===== config.mk =====
export PLATFORM = sky130hd
export DESIGN_NAME = fwf_tap_cell
export DESIGN_NICKNAME = d
export VERILOG_FILES = /design/src/design/fwf_pkg.sv /design/src/design/fwf_tap_cell.sv
export SDC_FILE = /design/constraint.sdc
export NUM_CORES = 1
export LEC_CHECK = 0
export BUFFER_PORTS_ARGS = -buffer_cell sky130_fd_sc_hd__buf_4
export CORE_ASPECT_RATIO = 0.75
export CORE_MARGIN = 5
export CORE_UTILIZATION = 40
export DETAILED_ROUTE_END_ITERATION = 10
export GPL_TIMING_DRIVEN = 0
export SLEW_MARGIN = 5
export SYNTH_ARGS = -nofsm -noshare
export SYNTH_HDL_FRONTEND = slang
export SYNTH_SLANG_ARGS = --single-unit

===== constraint.sdc =====
create_clock -name i_clk -period 11.2 [get_ports i_clk]
set_input_delay 2.8 -clock i_clk [delete_from_list [all_inputs] [get_ports i_clk]]
set_output_delay 2.8 -clock i_clk [all_outputs]
set_load 0.005 [all_outputs]

===== src/design/fwf_pkg.sv =====
// fwf_pkg: shared types and constants of the FIR filter with warm-up.
// Depends on nothing; used by the interfaces, the tap cell and the top level.
`default_nettype none

package fwf_pkg;

    localparam int SAMPLE_W  = 16;   // Q1.15 sample and coefficient
    localparam int PROD_W    = 32;   // Q2.30 product
    localparam int ACC_W     = 36;   // Q6.30 sum, room for eight products
    localparam int NUM_COEFS = 8;    // coefficient registers on the config port
    localparam int CFG_IDX_W = 3;    // register index width

    typedef enum logic {
        KIND_FILTER = 1'b0,
        KIND_PRIME  = 1'b1
    } t_kind;

    typedef enum logic {
        ST_IDLE = 1'b0,
        ST_BUSY = 1'b1
    } t_state;

    // Per-cell control strobes.
    typedef struct packed {
        logic shift;     // take the sample from the newer neighbor
        logic prime;     // load the priming value
        logic coef_we;   // load the coefficient
    } t_cell_ctl;

endpackage

`default_nettype wire


===== src/design/fwf_tap_cell.sv =====
// fwf_tap_cell: one tap of the filter: window sample, coefficient, product
// and a partial-sum stage that feeds the next cell. Depends on fwf_pkg.
`default_nettype none

module fwf_tap_cell (
    input  wire logic                                i_clk,
    input  wire logic                                i_rst_n,
    input  wire fwf_pkg::t_cell_ctl                  i_ctl,
    input  wire logic signed [fwf_pkg::SAMPLE_W-1:0] i_sample,
    input  wire logic signed [fwf_pkg::SAMPLE_W-1:0] i_prime_val,
    input  wire logic signed [fwf_pkg::SAMPLE_W-1:0] i_coef,
    input  wire logic signed [fwf_pkg::ACC_W-1:0]    i_psum,
    output logic signed [fwf_pkg::SAMPLE_W-1:0]      o_sample,
    output logic signed [fwf_pkg::ACC_W-1:0]         o_psum
);

    logic signed [fwf_pkg::SAMPLE_W-1:0] r_coef;
    logic signed [fwf_pkg::SAMPLE_W-1:0] r_sample;
    logic signed [fwf_pkg::PROD_W-1:0]   r_prod;
    logic signed [fwf_pkg::ACC_W-1:0]    r_psum;

    always_ff @(posedge i_clk) begin
        if (!i_rst_n) begin
            r_coef <= '0;
        end else if (i_ctl.coef_we) begin
            r_coef <= i_coef;
        end
    end

    // Window entry: prime overrides the shift.
    always_ff @(posedge i_clk) begin
        if (i_ctl.prime) begin
            r_sample <= i_prime_val;
        end else if (i_ctl.shift) begin
            r_sample <= i_sample;
        end
    end

    // Product and partial sum run freely; they settle while the window holds.
    always_ff @(posedge i_clk) begin
        r_prod <= r_sample * r_coef;
        r_psum <= i_psum + fwf_pkg::ACC_W'(r_prod);
    end

    assign o_sample = r_sample;
    assign o_psum   = r_psum;

endmodule

`default_nettype wire


==> out/results.tsv, run 1 <==
metric	value	unit
status	finished clean	
Port Buffer Count	138	
iteration count of the initial detailed-routing pass	5	
Crit Path Category	flip-flop to flip-flop	
Post-synth EDFFs	16	
Reg-to-Reg End	r_prod[31]	
placer congestion estimate	0.937	
Crit Path Max Fanout	10	
# rows	60	
worst hold path class	flip-flop to flip-flop	
htree depth	3	
Root Driver	clkbuf_16	
Top FF cell, synth	dfxtp_1	
Critical R2R Launch	o_sample[15]	
top-area cell type share of the netlist area	0.369	
Yosys reg bits	100	
nets@finish	2118	
crit path launch	o_sample[15]	
TritonCTS clock tree	done	
R2R depth	22	
CP Capture Type	flip-flop	
initial antenna violation count	2	
Yosys cell types	61	
CTS buffer count	9	
P_leak	8.09	nW
grt ovf	0	
via count	10200	
fin crit period	7.27	ns
Post-CTS Setup Repair Bufs	0	
Worst Tran Pin Value	0.694	ns
PnR worst setup slack	3.93	ns
Setup TNS Final	0	ns
final hold vios	0	
Max-Cap Viols	0	
Adder-Cell Fraction of Synth Area	0.471	
Peak VDD IR	133	uV
RSZ-0062 raised after global routing	no	
Setup Viol. Count Final	0	
top post-synthesis cells by area	fa_1 37%, dfxtp_1 12%, ha_1 10%, inv_1 8.6%, and2_1 5.4%	
CP Launch Type	flip-flop	
Setup WS pre-CTS	3.97	ns
post-route insts no fill	2120	
Max-Slew Margin vs Limit	0.537	
asr flop ratio synth	0	
Sink Count	100	
main combinational cell family by area after synthesis	adder cells	
Die Area	0.0396	mm2
die width	228	um
hold path depth	1	
mux cell area share after synthesis	0.0238	
share of layout cells above drive strength 1	0.112	
initial core utilization	0.401	
GRT Total Usage	0.190	
latest clock arrival within the worst-skew pair	0.39	ns
post-route ant nets	0	
Remaining DRCs	0	
Clock Skew	0.0325	ns
core area	0.0356	mm2
Syn Nets	1969	
Resized cells post-CTS	0	
fin. max-slew vios	0	
Iter 0 DRT Violations	663	
XOR/XNOR Fraction of Synth Area	0.0411	
Post-Synth Simple-Gate Area	0.134	
power density over the cells	223	mW/mm2
maximum number of pins on one net before global-route repair	19	
Required @ worst endpoint	11.41	ns
placed cells	2103	
routed len/inst	17.3	um
HPWL Detailed	30500	um
Compound-Gate Fraction of Synth Area	0.0809	
register area share after synthesis	0.151	
vias in the first global route	10900	
yosys warns	0	
Die Span Y	174	um
Mapped Area	0.0143	mm2
Yosys top cell by area	fa_1	
WL final	36600	um
clock slew at reported path FFs	0.08	ns
Max Freq	138	MHz
Worst R2R Setup Slack	3.93	ns
IO Pins	141	
Via density	4.82	
Mapped Cells	1500	
Area Overhead vs Synth	13.7	%
fraction of the cycle the final worst path needs	0.649	
CP Capture Point	r_prod[31]	
first-pass GRT wire length	59700	um
Worst Path Arrival	7.48	ns
CTS Buffer Depth	2	
Avg Cell Area, Syn	9.52	um2
hold_buf cts	0	
[worst max-delay path: stages (launching register included)]
cell      delay, ns
edfxtp_1       0.55
clkbuf_1       0.47
nand2_1        0.18
inv_1          0.16
fa_1           0.57
fa_1           0.54
inv_1          0.05
fa_1           0.50
inv_1          0.05
fa_1           0.48
fa_1           0.48
inv_1          0.05
fa_1           0.48
inv_1          0.05
ha_1           0.38
nand4_1        0.21
or4_1          0.53
a211o_1        0.30
and3_4         0.23
o211ai_2       0.22
a31oi_1        0.18
o21bai_2       0.15
xnor2_1        0.28
[metrics by stage]
step	cell area (um2)	total power, mW	util	hold WS, ns
global placement	15900	3.22	0.447	0.427
detailed placement	15900	3.27	0.447	0.471
finish	16200	3.63	0.456	0.479
global route	16200	4.05	0.456	0.496
floorplan	14300	2.54	-	0.420
CTS	16200	3.66	0.456	0.487
[layer usage]
metal | global-route usage | routed length (um) | share of wire | up-vias
li1 | - | - | - | 4919
met1 | 0.292 | 18300 | 0.50 | 4954
met2 | 0.270 | 15000 | 0.41 | 312
met3 | 0.0447 | 2790 | 0.076 | 27
met4 | 0.0421 | 499 | 0.014 | 0
met5 | 0 | 0 | 0 | -
[cells by family (layout without fill, tap and decap cells)]
logic type / count (synthesis) / after routing
simple gates: 376 / 376
mux: 32 / 32
other cells: 0 / 1
compound gates: 175 / 175
buf+inv: 370 / 524
flops: 100 / 100
fa+ha+maj: 380 / 380
xor+xnor: 67 / 67
[how the worst min path moves through the flow]
stage / from / endpoint / slack (ns)
2_1_floorplan: r_prod[0] / o_psum[0] / 0.42
3_3_place_gp: r_prod[0] / o_psum[0] / 0.43
3_5_place_dp: r_prod[0] / o_psum[0] / 0.47
4_1_cts: r_prod[0] / o_psum[0] / 0.49
5_1_grt: r_prod[0] / o_psum[0] / 0.50
6_report: r_prod[0] / o_psum[0] / 0.48
[report_power, final]
part	switching [mW]	internal [mW]	leakage, nW
clock	0.177	0.199	0.166
sequential	0.0716	0.530	0.868
combinational	1.49	1.16	7.06
total	1.74	1.89	8.09
[placed cells by master (no fill, tap or decap), drive strengths merged, types with 5 or more instances in the layout]
master	count
o21bai	10
fa	263
nor3	7
o211ai	9
and3	8
nor2b	19
ha	117
nand2b	13
nand4	6
mux2i	16
a21o	27
nor2	32
a21oi	60
xnor2	53
a211oi	7
clkbuf	51
edfxtp	16
and2	123
a31oi	5
dfxtp	84
o21ai	24
or2	5
xor2	14
mux2	16
nand3	13
nand2	141
inv	329
buf	141
[synth_stat cells, types with 3 or more instances]
cell,n
a211o_1,4
a211oi_1,6
a21boi_1,3
a21o_1,27
a21oi_1,60
a31oi_1,5
and2_1,123
and3_1,7
clkbuf_1,40
dfxtp_1,84
edfxtp_1,16
fa_1,263
ha_1,117
inv_1,327
mux2_2,16
mux2i_1,16
nand2_1,141
nand2b_1,13
nand3_1,12
nand4_1,6
nor2_1,32
nor2b_1,19
nor3_1,7
o211a_1,4
o211ai_1,8
o21a_1,4
o21ai_0,16
o21ai_1,7
o21bai_1,9
or2_2,4
or4_1,4
xnor2_1,53
xor2_1,14
[flip-flops by register name, summed over array words and instances, names as in the netlist]
register  flops
r_coef       16
o_sample     16
o_psum       36
r_prod       32
[cell type report]
| cell class | instances | area, um2 |
|---|---|---|
| multi-input cells | 1030 | 10700 |
| clock inverters | 5 | 75.1 |
| flip-flops and latches | 100 | 2160 |
| diodes | 1 | 2.50 |
| inverters | 327 | 1230 |
| well taps | 465 | 582 |
| repair buffers | 138 | 1040 |
| fillers | 3402 | 19300 |
| plain buffers | 43 | 164 |
| clock buffers | 11 | 264 |
No activity file was read; power rests on OpenSTA's default activity.
==> run 2: changes to the inputs <==
==> constraint.sdc (replaced) <==
create_clock -name i_clk -period 5.9 [get_ports i_clk]
set_input_delay 1.475 -clock i_clk [delete_from_list [all_inputs] [get_ports i_clk]]
set_output_delay 1.475 -clock i_clk [all_outputs]
set_load 0.005 [all_outputs]
==> run 2 against run 1 <==
Wire length rose by 6.9%. Critical path type unchanged. Highest routed layer unchanged. Clock skew fell by 0.00082 ns. Power rose by 120%. Worst hold slack improved by 0.033 ns. Combinational power rose by 130%. The flow now finishes with violations (negative setup slack). Largest power group unchanged. Non-clock buffer count rose by 55.
==> out/results.tsv, run 2 (synthesis results as in run 1) <==
metric	value	unit	change
first-pass GRT wire length	63100	um	+5.7%
IO Pins	141		unchanged
Worst Tran Pin Value	0.716	ns	+0.0217 ns
final hold vios	0		unchanged
maximum number of pins on one net before global-route repair	19		unchanged
clock slew at reported path FFs	0.10	ns	+0.02 ns
worst hold slack	0.512	ns	+0.0330 ns
fraction of the cycle the final worst path needs	1.07		+0.423
nets@finish	2173		+2.6%
iteration count of the initial detailed-routing pass	5		unchanged
Largest register FFs	36		unchanged
Iter 0 DRT Violations	642		-3.2%
fin. max-slew vios	0		unchanged
Via density	4.92		+2.1%
die width	228	um	unchanged
latest clock arrival within the worst-skew pair	0.40	ns	about the same
Max-Cap Viols	0		unchanged
critical path buffer and inverter count	6		unchanged
Required @ worst endpoint	6.17	ns	-5.24 ns
crit-path leading delay family	adder cells		
RSZ-0062 raised after global routing	yes		
hold_buf cts	0		unchanged
P_leak	8.52	nW	+5.3%
CTS Buffer Depth	2		unchanged
fin util	0.484		+0.0277
Die Span Y	174	um	unchanged
HPWL Detailed	31000	um	+1.7%
placer congestion estimate	0.943		+0.64%
Crit Path Max Fanout	8		-2
GRT Total Usage	0.202		+0.0118
CP cell instances	buf_6 -> and2_1 -> fa_1 -> inv_1 -> fa_2 -> inv_1 -> fa_2 -> fa_1 -> fa_1 -> inv_1 -> fa_1 -> inv_1 -> ha_1 -> buf_4 -> nand3_1 -> or4_1 -> a211o_1 -> and3_4 -> o211ai_4 -> a31oi_4 -> o21bai_2 -> xnor2_2		
commonest non-fill, non-tap cell in the layout	inv_1		
# rows	60		unchanged
htree depth	3		unchanged
worst hold path class	flip-flop to flip-flop		
CTS buffer count	9		unchanged
Max-Slew Margin vs Limit	0.523		-0.0145
post-route ant nets	0		unchanged
Port Buffer Count	138		unchanged
CP max stage delay	0.55	ns	-0.02 ns
Setup WS pre-CTS	-1.18	ns	-5.15 ns
PnR worst setup slack	-0.423	ns	-4.36 ns
CP Capture Type	flip-flop		
fin crit period	6.32	ns	-0.943 ns
share of layout cells above drive strength 1	0.203		+0.0906
Overall Power	7.88	mW	+120%
final instance area	0.0172	mm2	+6.1%
core area	0.0356	mm2	unchanged
CP Launch Type	flip-flop		
Remaining DRCs	0		unchanged
R2R depth	22		unchanged
status	finished, violations left		
Slowest cell on crit path	fa_1		
WL final	39100	um	+6.9%
placed cells	2103		unchanged
routed len/inst	18.0	um	+4.2%
Max Freq	158	MHz	+15%
TritonCTS clock tree	done		
vias in the first global route	11200		+3.2%
Crit Path Category	flip-flop to flip-flop		
Cell Area, Placed	0.0159	mm2	+0.21%
Worst Path Arrival	6.59	ns	-0.89 ns
initial core utilization	0.401		unchanged
Sink Count	100		unchanged
post-route insts no fill	2175		+2.6%
CP Depth	22		unchanged
Root Driver	clkbuf_16		
initial antenna violation count	0		-2
most frequent cells in the layout	318 x inv_1, 255 x fa_1, 193 x buf_4		
Setup TNS Final	-1.44	ns	-1.44 ns
hold path depth	1		unchanged
Area Overhead vs Synth	20.6	%	
Clock Skew	0.0317	ns	-0.000821 ns
Peak VDD IR	319	uV	+140%
Die Area	0.0396	mm2	unchanged
grt ovf	0		unchanged
power density over the cells	458	mW/mm2	+100%
failing checks	negative setup slack		
via count	10700		+4.8%
Setup Viol. Count Final	8		+8
run 2: final timing paths:
kind,start,end,slack [ns]
setup / recovery,o_sample[11],r_prod[31],-0.42
hold / removal,r_prod[0],o_psum[0],0.51
setup reg to reg,o_sample[11],r_prod[31],-0.42
hold reg to reg,r_prod[0],o_psum[0],0.51
run 2: where the power goes:
part / switching (mW) / internal (mW) / leakage, nW
Sequential: 0.109 / 1.01 / 0.875
Combinational: 3.29 / 2.83 / 7.49
Clock: 0.336 / 0.320 / 0.153
run 2: timing repair:
item	in CTS	in global routing
endpoints found under the setup margin	17	15
pin swaps	46	16
buffers inserted	44	14
cloned	0	1
gates resized for setup	128	47
run 2: area by class of cell:
class                      instances  area [um2]
fill                            3392       18400
multi-input combinational       1030       11100
sequential                       100        2190
timing repair buffer             196        1510
inverter                         327        1230
tap                              465         582
buffer                            40         303
clock buffer                      10         250
clock inverter                     6        55.1
antenna                            1        2.50
run 2: per-layer routing:
layer	GRT usage	share of wire
met1	0.306	0.49
met2	0.295	0.42
met3	0.0539	0.083
met4	0.0295	0.0090
met5	0	0
